<file path="src/hppd_pkg.sv">
// Shared types and constants of the HAM planar pixel decoder.
`default_nettype none

package hppd_pkg;

  // Palette store depth and address width.
  localparam int PAL_ENTRIES = 64;
  localparam int PAL_AW      = $clog2(PAL_ENTRIES);

  // Configuration port.
  localparam int CFG_AW = 3;
  localparam int CFG_DW = 32;
  localparam logic [0:0] REG_COLOR_MODE = 1'b0;

  // Color modes; the unused code decodes as direct.
  localparam logic [1:0] MODE_DIRECT = 2'd0;
  localparam logic [1:0] MODE_HAM6   = 2'd1;
  localparam logic [1:0] MODE_HAM8   = 2'd2;

  // Item kinds.
  localparam logic KIND_PALETTE = 1'b0;
  localparam logic KIND_PIXEL   = 1'b1;

  // HAM control codes.
  typedef enum logic [1:0] {
    CODE_LOAD  = 2'd0,
    CODE_BLUE  = 2'd1,
    CODE_RED   = 2'd2,
    CODE_GREEN = 2'd3
  } ham_code_t;

endpackage

`default_nettype wire

</file>
<file path="src/ham_planar_pixel_decoder.sv">
// Top level of the HAM planar pixel decoder: palette store, held color and output register.
//
// One input item is taken every clock cycle while the result side keeps up. A palette
// write is done at its transfer and gives no result. A pixel gives one RGB result: the
// transfer edge registers the pixel together with the synchronous read of the palette
// store, and when the pixel stage moves on, the HAM update is applied to the held color
// and the output register is loaded. The single palette read port sits in the first
// stage and the held-color update in the second, so the block sustains one item per
// cycle while the result side keeps up. A stalled result holds the pipeline once the
// pixel stage behind it is full. There is no clearing pass; palette entries read
// before being written give undefined colors.
`default_nettype none

module ham_planar_pixel_decoder
  import hppd_pkg::*;
(
  input  wire logic              clk,
  input  wire logic              rst_n,
  // configuration port
  input  wire logic              psel,
  input  wire logic              penable,
  input  wire logic              pwrite,
  input  wire logic [CFG_AW-1:0] paddr,
  input  wire logic [CFG_DW-1:0] pwdata,
  output logic      [CFG_DW-1:0] prdata,
  output logic                   pready,
  // input channel
  input  wire logic              in_valid,
  output logic                   in_ready,
  input  wire logic              in_kind,
  input  wire logic [5:0]        in_palette_index,
  input  wire logic [23:0]       in_palette_color,
  input  wire logic [23:0]       in_plane_bits,
  input  wire logic              in_row_start,
  // result channel
  output logic                   out_valid,
  input  wire logic              out_ready,
  output logic      [7:0]        out_red,
  output logic      [7:0]        out_green,
  output logic      [7:0]        out_blue
);

  logic [1:0]  color_mode_r;

  logic [23:0] pal_mem [PAL_ENTRIES];
  logic [23:0] pal_rd_r;
  logic        pal_oor_r;

  logic        s1_valid_r, s1_valid_nxt;
  logic [23:0] s1_planes_r;
  logic        s1_row_start_r;

  logic        out_valid_r, out_valid_nxt;
  logic [7:0]  out_red_r, out_green_r, out_blue_r;
  logic [7:0]  held_red_r, held_green_r, held_blue_r;
  logic [7:0]  held_red_nxt, held_green_nxt, held_blue_nxt;
  logic [7:0]  res_red, res_green, res_blue;

  logic        in_fire, pal_we, ld_en, s1_go, cfg_we;
  logic [5:0]  ld_idx;
  logic        ld_oor;

  logic        mode_ham6, mode_ham8;
  logic [7:0]  base_red, base_green, base_blue;
  logic [23:0] pal_color;
  ham_code_t   code;

  // ---------------------------------------------------------------- config
  assign pready = 1'b1;
  assign prdata = {{(CFG_DW-2){1'b0}}, color_mode_r};
  assign cfg_we = psel && penable && pwrite && (paddr[2] == REG_COLOR_MODE);

  always_ff @(posedge clk) begin
    if (!rst_n) begin
      color_mode_r <= MODE_DIRECT;
    end else if (cfg_we) begin
      color_mode_r <= pwdata[1:0];
    end
  end

  assign mode_ham6 = (color_mode_r == MODE_HAM6);
  assign mode_ham8 = (color_mode_r == MODE_HAM8);

  // ---------------------------------------------------------------- stage 1
  assign s1_go    = s1_valid_r && (!out_valid_r || out_ready);
  assign in_ready = !s1_valid_r || s1_go;
  assign in_fire  = in_valid && in_ready;
  assign pal_we   = in_fire && (in_kind == KIND_PALETTE)
                    && ({1'b0, in_palette_index} < 7'(PAL_ENTRIES));
  assign ld_en    = in_fire && (in_kind == KIND_PIXEL);

  // Palette load index; HAM6 uses only the low four data planes.
  assign ld_idx = mode_ham6 ? {2'b00, in_plane_bits[3:0]} : in_plane_bits[5:0];
  assign ld_oor = ({1'b0, ld_idx} >= 7'(PAL_ENTRIES));

  always_ff @(posedge clk) begin
    if (pal_we) begin
      pal_mem[in_palette_index[PAL_AW-1:0]] <= in_palette_color;
    end
  end

  always_ff @(posedge clk) begin
    if (ld_en) begin
      pal_rd_r       <= pal_mem[ld_idx[PAL_AW-1:0]];
      pal_oor_r      <= ld_oor;
      s1_planes_r    <= in_plane_bits;
      s1_row_start_r <= in_row_start;
    end
  end

  assign s1_valid_nxt = ld_en ? 1'b1 : (s1_go ? 1'b0 : s1_valid_r);

  // ---------------------------------------------------------------- stage 2
  always_comb begin
    // A row start clears the held color in every mode, before the update.
    base_red   = s1_row_start_r ? 8'h00 : held_red_r;
    base_green = s1_row_start_r ? 8'h00 : held_green_r;
    base_blue  = s1_row_start_r ? 8'h00 : held_blue_r;
    pal_color  = pal_oor_r ? 24'h000000 : pal_rd_r;
    code       = mode_ham6 ? ham_code_t'(s1_planes_r[5:4]) : ham_code_t'(s1_planes_r[7:6]);

    held_red_nxt   = base_red;
    held_green_nxt = base_green;
    held_blue_nxt  = base_blue;

    if (mode_ham6 || mode_ham8) begin
      case (code)
        CODE_LOAD: begin
          held_red_nxt   = pal_color[23:16];
          held_green_nxt = pal_color[15:8];
          held_blue_nxt  = pal_color[7:0];
        end
        CODE_BLUE: begin
          held_blue_nxt = mode_ham6 ? {s1_planes_r[3:0], s1_planes_r[3:0]}
                                    : {s1_planes_r[5:0], base_blue[1:0]};
        end
        CODE_RED: begin
          held_red_nxt = mode_ham6 ? {s1_planes_r[3:0], s1_planes_r[3:0]}
                                   : {s1_planes_r[5:0], base_red[1:0]};
        end
        default: begin
          held_green_nxt = mode_ham6 ? {s1_planes_r[3:0], s1_planes_r[3:0]}
                                     : {s1_planes_r[5:0], base_green[1:0]};
        end
      endcase
      res_red   = held_red_nxt;
      res_green = held_green_nxt;
      res_blue  = held_blue_nxt;
    end else begin
      res_red   = s1_planes_r[7:0];
      res_green = s1_planes_r[15:8];
      res_blue  = s1_planes_r[23:16];
    end
  end

  assign out_valid_nxt = s1_go ? 1'b1 : (out_ready ? 1'b0 : out_valid_r);

  always_ff @(posedge clk) begin
    if (!rst_n) begin
      s1_valid_r   <= 1'b0;
      out_valid_r  <= 1'b0;
      held_red_r   <= 8'h00;
      held_green_r <= 8'h00;
      held_blue_r  <= 8'h00;
    end else begin
      s1_valid_r  <= s1_valid_nxt;
      out_valid_r <= out_valid_nxt;
      if (s1_go) begin
        held_red_r   <= held_red_nxt;
        held_green_r <= held_green_nxt;
        held_blue_r  <= held_blue_nxt;
      end
    end
  end

  always_ff @(posedge clk) begin
    if (s1_go) begin
      out_red_r   <= res_red;
      out_green_r <= res_green;
      out_blue_r  <= res_blue;
    end
  end

  assign out_valid = out_valid_r;
  assign out_red   = out_red_r;
  assign out_green = out_green_r;
  assign out_blue  = out_blue_r;

endmodule

`default_nettype wire

</file>
<file path="config.mk">
export PLATFORM = sky130hd
export DESIGN_NAME = ham_planar_pixel_decoder
export DESIGN_NICKNAME = d
export VERILOG_FILES = /design/src/hppd_pkg.sv /design/src/ham_planar_pixel_decoder.sv
export SDC_FILE = /design/constraint.sdc
export NUM_CORES = 1
export LEC_CHECK = 0
export ABC_AREA = 0
export CAP_MARGIN = 20
export CELL_PAD_IN_SITES_DETAIL_PLACEMENT = 0
export CELL_PAD_IN_SITES_GLOBAL_PLACEMENT = 1
export CORE_MARGIN = 2
export CORE_UTILIZATION = 32
export CTS_BUF_LIST = sky130_fd_sc_hd__clkbuf_16
export DETAILED_ROUTE_END_ITERATION = 10
export DONT_BUFFER_PORTS = 1
export MAX_ROUTING_LAYER = met4
export PLACE_DENSITY = 0.62
export SYNTH_ARGS = -nofsm -noshare
export SYNTH_HDL_FRONTEND = slang
export SYNTH_SLANG_ARGS = --single-unit
</file>
<file path="constraint.sdc">
create_clock -name clk -period 3 [get_ports clk]
set_clock_uncertainty 0.15 [all_clocks]
set_input_delay 0.6 -clock clk [delete_from_list [all_inputs] [get_ports clk]]
set_output_delay 0.6 -clock clk [all_outputs]
set_load 0.005 [all_outputs]
</file>
==> run metrics, run 1 <==
number of pins with negative max-slew slack in the final report 45; share of the synthesized area in the top cell type 0.7608; most used standard cell by instance count after synthesis edfxtp_1; maximum number of pins on one net before global-route repair 345; maximum root-to-sink buffer count 3; number of top-level pins 157; worst setup path class in2reg; result of the run complete, but fails checks; slack of the worst reg-to-reg path 0.16 ns; Die Height 449.5 um; maximum vdd drop 0.6444 mV; Mapped Cells 3015; proportion of synthesized chip area in sequential cells 0.7696; non-filler cells in the finished layout 6046; global route total overflow 0; final weighted congestion of routability-driven global placement 0.8028; post-synth top area cell edfxtp_1; beginning of the worst hold path in_palette_color[18]; synthesis-to-finish area growth 17.44%; half-perimeter wire length after detailed placement 87.41 mm; number of standard-cell rows in the floorplan 163; Yosys reg bits 1637; placeable core area 197200 sq um; TritonCTS buffer count 167; number of detailed-route iterations in the first pass 5; grt met2 use 0.2388; worst skew pair latency 0.81 ns; Root Driver clkbuf_16; Die Area 202000 sq um; launch instance of the worst register-to-register path color_mode_r[1]; Area contributors post-synth edfxtp_1 76%, mux4_2 13%, mux2_2 1.6%, mux2i_1 1.4%, dfxtp_1 0.88%; Min-Delay Path Depth 1; buffers added on ports 0; setup repair after global routing missed its margin no; number of placed instances with taps included 5672; Mean Syn Cell Area 21.06 sq um; number of enable flip-flop cells after synthesis 1609; Required @ worst endpoint 3.37 ns; measured slew at the worst slew-check pin 1.540 ns; Ys Warns 0; end of the worst register-to-register path pal_rd_r[7]; most frequent cells after synthesis 1609 x edfxtp_1, 355 x mux4_2, 137 x nand2_1; total count of hold-check failures in the final report 0; setup TNS 0 ns; fraction of layout instances using a drive strength above 1 0.2837; vias per cell 5.096; number of sinks on the clock net 1637; GR Layer Usage met1 0.2193; Max Fclk 334.0 MHz; met3 GRT Util 0.04301; Wirelength per Cell 26.58 um; static power due to leakage 23.43 nW; share of flip-flops with an asynchronous set or reset 0; Antenna Violating Nets Remaining 0; number of distinct library cells after synthesis 50; class of the most critical hold timing path in2reg; routing layer with the top usage in global route met2; chip width 449.5 um; vias in the first global route 30735; total number of nets in the final design 3369; routed wire length 160.7 mm; final number of setup-violating endpoints 0; crit path time final 2.994 ns; violation count after the first detailed-route iteration 2979; global routing usage summed across all routing layers 0.1613; pre-CTS setup slack -0.09961 ns; initial antenna violation count 11; launching element type of the critical path input port; number of fill cells in the layout 17800; synthesized cell area 63510 sq um; headroom to the max-slew limit -0.02688; Top FF cell, synth edfxtp_1; clock tree from TritonCTS done; end point of the most critical hold path pal_mem[11][18]; total number of vias 30812; clock-pin slew on the worst setup and hold paths 0.06 ns; part of the cycle the worst path needs 0.9979; cell count of the worst reg-to-reg path 9; H-Tree Depth 4; DRC Markers 0; Critical Path Sink Type flop; global-route wire length before repair 228.9 mm; least setup slack across all paths after layout 0.006299 ns; count of maximum capacitance violations 0; power per unit of standard cell area 637.7 nW/um^2; largest fanout of any net on the critical path 344; Worst EP arrival 3.37 ns; violations in the final reports max-slew violations; initial standard-cell utilization of the core 0.3220
power by group:
group | leakage, nW | switching, mW | total (mW) | internal, mW
Clock | 2.74 | 8.70 | 20.0 | 11.3
Combinational | 5.98 | 1.20 | 2.19 | 0.991
Sequential | 14.7 | 0.0661 | 25.3 | 25.3
stage by stage:
step | hold slack (ns) | total power [mW] | util | area (sq um)
finish | 0.01961 | 47.56 | 0.3782 | 74580
global route | 0.01170 | 49.04 | 0.3781 | 74570
CTS | 0.0008335 | 48.01 | 0.3781 | 74560
detailed placement | 0.3067 | 27.42 | 0.3457 | 68180
global placement | 0.3038 | 27.42 | 0.3457 | 68180
floorplan | 0.2908 | 27.09 | - | 63630
metal layers:
layer  wire [um]  vias up
met1       69910    16516
met2       74020     1034
met3       12660      230
met5           0        -
li1            -    13032
met4        4132        0
critical path, stage by stage:
cell and delay [ns]:
mux4_2 1.03, mux2i_1 0.26, nor2_1 0.12, o21ai_1 0.33, buf_4 0.23, nand3_1 0.08
final cells by class:
| type | instances | area [sq um] | area share |
|---|---|---|---|
| Clock inverter | 133 | 1017 | 0.01364 |
| Sequential cell | 1637 | 48880 | 0.6554 |
| Tap cell | 2640 | 3303 | 0.04429 |
| Clock buffer | 170 | 4254 | 0.05704 |
| Multi-Input combinational cell | 1204 | 13820 | 0.1853 |
| Antenna cell | 5 | 12.51 | 0.0001678 |
| Timing Repair Buffer | 249 | 3263 | 0.04375 |
| Inverter | 8 | 30.03 | 0.0004026 |
how the worst max path moves through the flow:
stage	start	to	slack [ns]	cells past startpoint
after floorplan	out_ready	pal_mem[55][0]	-0.06	5
after global placement	in_plane_bits[0]	pal_rd_r[9]	-0.07	6
after detailed placement	in_plane_bits[0]	pal_rd_r[9]	-0.1	6
after CTS	color_mode_r[1]	pal_rd_r[5]	0.01	10
after global routing	color_mode_r[1]	pal_rd_r[19]	0.09	9
final	in_plane_bits[0]	pal_rd_r[3]	0.006	6
registers in the layout, summed over array words and instances (netlist names), 2 cells and up:
name,cells
pal_rd_r,24
color_mode_r,2
held_green_r,8
pal_mem,1536
held_red_r,8
out_green,8
out_red,8
held_blue_r,8
out_blue,8
s1_planes_r,24
cell usage in the layout (no fill, tap or decap), types with 38 or more instances in the layout:
cell type      synthesis  final
buf_12                 0     65
buf_4                 54    120
clkbuf_16              0    170
clkinv_1               3     38
dlygate4sd3_1          0     40
edfxtp_1            1609   1609
inv_1                  5     45
mux2_2                93     93
mux2i_1               86     86
mux4_2               355    355
nand2_1              137    137
nor2_2                 0     66
o21ai_0               59     56
timing repair:
action / CTS / global route
cloned: 0 / 0
gates resized for setup: 2 / 5
hold buffers: 66 / 0
endpoints found under the hold margin: 1602 / 0
setup buffers: 0 / 0
endpoints found under the setup margin: 2 / 7
cell families after synthesis:
family / count (synthesis) / synth area share
AOI/OAI and AO/OA: 277 / 0.03091
DFF: 1637 / 0.7696
other: 2 / 0.0001183
adders and majority gates: 4 / 0.0007881
and+or+nand+nor: 358 / 0.02538
muxes: 534 / 0.1559
buffers and inverters: 203 / 0.01722
No activity file was read; power rests on OpenSTA's default activity.
==> run 2, diff against run 1 <==
--- a/config.mk
+++ b/config.mk
@@ -7,7 +7,7 @@
 export LEC_CHECK = 0
 export ABC_AREA = 0
 export CAP_MARGIN = 20
-export CELL_PAD_IN_SITES_DETAIL_PLACEMENT = 0
+export CELL_PAD_IN_SITES_DETAIL_PLACEMENT = 1
 export CELL_PAD_IN_SITES_GLOBAL_PLACEMENT = 1
 export CORE_MARGIN = 2
 export CORE_UTILIZATION = 32
==> run 2 against run 1 <==
Compared with the run above: the run now ends clean; critical path type is now reg2reg; critical endpoint is now pal_rd_r[2]; via count is 1.1% higher; combinational power is 9.1% higher; sequential share of layout area shrank 0.23 points; final area is 0.36% higher; critical path depth increased by 4; register-to-register slack got worse by 0.11 ns; wire length is 5.0% higher; die area is the same; final cell count rose by 0.23%.
==> run metrics, run 2 (synthesis gave the netlist of run 1 again) <==
max FFs per register 1536; global route total overflow 0; number of pins with negative max-slew slack in the final report 0; final weighted congestion of routability-driven global placement 0.8028; family of cells with the greatest summed delay on the critical path compound AO/OA/AOI/OAI gates; setup repair after global routing missed its margin no; chip width 449.5 um; switching power share of the total 0.2140; fraction of the core area covered by cells at the end of the flow 0.3795; headroom to the max-slew limit 0.09336; Post-CTS Repair Setup Buffers 0; part of the cycle the worst path needs 0.9835; setup TNS 0 ns; clock-pin slew on the worst setup and hold paths 0.06 ns; buffers added on ports 0; initial standard-cell utilization of the core 0.3220; largest fanout of any net on the critical path 16; measured slew at the worst slew-check pin 1.360 ns; class of the most critical hold timing path in2reg; most used cells in the layout excluding fill and tap cells 1609 x edfxtp_1, 355 x mux4_2, 180 x clkbuf_16, 137 x nand2_1, 120 x buf_4; count of maximum capacitance violations 0; vias per cell 5.141; synthesis-to-finish area growth 17.86%; worst skew pair latency 0.80 ns; Required @ worst endpoint 3.51 ns; worst setup path class reg2reg; CP Launch Point color_mode_r[1]; violation count after the first detailed-route iteration 3422; number of cells on the critical path 10; maximum vdd drop 0.6405 mV; cell-internal power 37.73 mW; half-perimeter wire length after detailed placement 91.12 mm; number of detailed-route iterations in the first pass 7; slack of the worst reg-to-reg path 0.05 ns; routed wire length 168.7 mm; placeable core area 197200 sq um; number of sinks on the clock net 1637; vias in the first global route 32057; Root Driver clkbuf_16; Buf/Inv on CP 4; result of the run finished, final reports clean; number of top-level pins 157; power per unit of standard cell area 641.3 nW/um^2; Die Area 202000 sq um; total count of hold-check failures in the final report 0; final number of setup-violating endpoints 0; fraction of power consumed by combinational cells 0.050; Antenna Violating Nets Remaining 0; highest cell delay on the worst timing path 0.62 ns; global-route wire length before repair 240.1 mm; Wirelength per Cell 27.84 um; sequential share of power 0.528; launch instance of the worst register-to-register path color_mode_r[1]; Critical Path Sink Type flop; TritonCTS buffer count 170; fraction of layout instances using a drive strength above 1 0.2850; net switching component of the power 10.27 mW; crit path time final 2.950 ns; worst hold-check slack 0.01586 ns; worst-path cell chain inv_1, ha_1, nand2b_2, buf_4, nor2_2, buf_12, a22oi_1, o21ai_0, buf_4, nand3_1; launching element type of the critical path flop; total number of nets in the final design 3378; endpoint of the worst setup timing path pal_rd_r[2]; maximum number of pins on one net before global-route repair 345; Worst EP arrival 3.46 ns; critical path's slowest cell a22oi_1; total number of vias 31153; number of standard-cell rows in the floorplan 163; global routing usage summed across all routing layers 0.1682; Max Fclk 338.9 MHz; end of the worst register-to-register path pal_rd_r[2]; Die Height 449.5 um; fraction of power consumed by the clock network 0.423; DRC Markers 0; maximum root-to-sink buffer count 3; clock tree from TritonCTS done; most frequent cell on the critical path buf_4; static power due to leakage 23.62 nW; H-Tree Depth 4; number of fill cells in the layout 18991; most frequent standard cell in the layout excluding fill and tap cells edfxtp_1; cell count of the worst reg-to-reg path 10; initial antenna violation count 8
[run 2: timing repair]
item / in CTS / in global routing
hold buffers: 61 / 1
pin swaps: 0 / 0
cloned: 0 / 7
setup endpoints to repair: 2 / 32
gates resized for setup: 2 / 5
endpoints found under the hold margin: 1602 / 4
[run 2: worst register-to-register path: cells and delay by family, from the launching register on]
kind / cells / cell delay [ns]
AO/OA/AOI/OAI: 2 / 0.87
buffers and inverters: 4 / 0.64
AND/OR/NAND/NOR: 3 / 0.44
adder cells (fa/ha/maj): 1 / 0.39
flip-flops: 1 / 0.34
[run 2: power by group through the flow]
stage          clock [mW]  combinational (mW)  sequential, mW
3_3_place_gp            0                1.62            25.8
4_1_cts              20.7                2.20            25.3
2_1_floorplan           0                1.32            25.8
6_report             20.3                2.39            25.3
5_1_grt              21.4                2.53            25.3
3_5_place_dp            0                1.63            25.8
[run 2: worst min-delay path by stage]
stage	start	to	cells past startpoint
floorplan	held_green_r[2]	held_green_r[2]	2
global placement	held_green_r[7]	held_green_r[7]	2
detailed placement	held_green_r[6]	held_green_r[6]	2
CTS	in_palette_color[1]	pal_mem[8][1]	1
global route	in_palette_color[1]	pal_mem[8][1]	1
finish	in_palette_color[23]	pal_mem[8][23]	1
[run 2: layer usage]
metal	wire length [um]	up-vias	share of wire	global-route usage
met1	73120	16968	0.43	0.2324
met5	0	-	0	-
met2	80960	997	0.48	0.2603
li1	-	13016	-	-
met4	2511	0	0.015	0.03167
met3	12080	172	0.072	0.03337
[run 2: area by class of cell]
type	instances	area (sq um)	area share
Sequential cell	1637	48880	0.6530
Antenna cell	3	7.507	0.0001003
Multi-Input combinational cell	1204	13830	0.1847
Clock buffer	174	4354	0.05818
Tap cell	2640	3303	0.04413
Inverter	8	30.03	0.0004012
Clock inverter	139	989.7	0.01322
Timing Repair Buffer	255	3457	0.04619
[run 2: through the flow]
stage	instance area [sq um]	cells	setup WS, ns	power (mW)
floorplan	63630	3044	-0.06343	27.09
global placement	68180	5672	-0.06580	27.42
detailed placement	68180	5672	-0.1024	27.44
CTS	74570	6046	0.03211	48.20
global route	74840	6057	0.003925	49.30
finish	74850	6060	0.04955	48.00
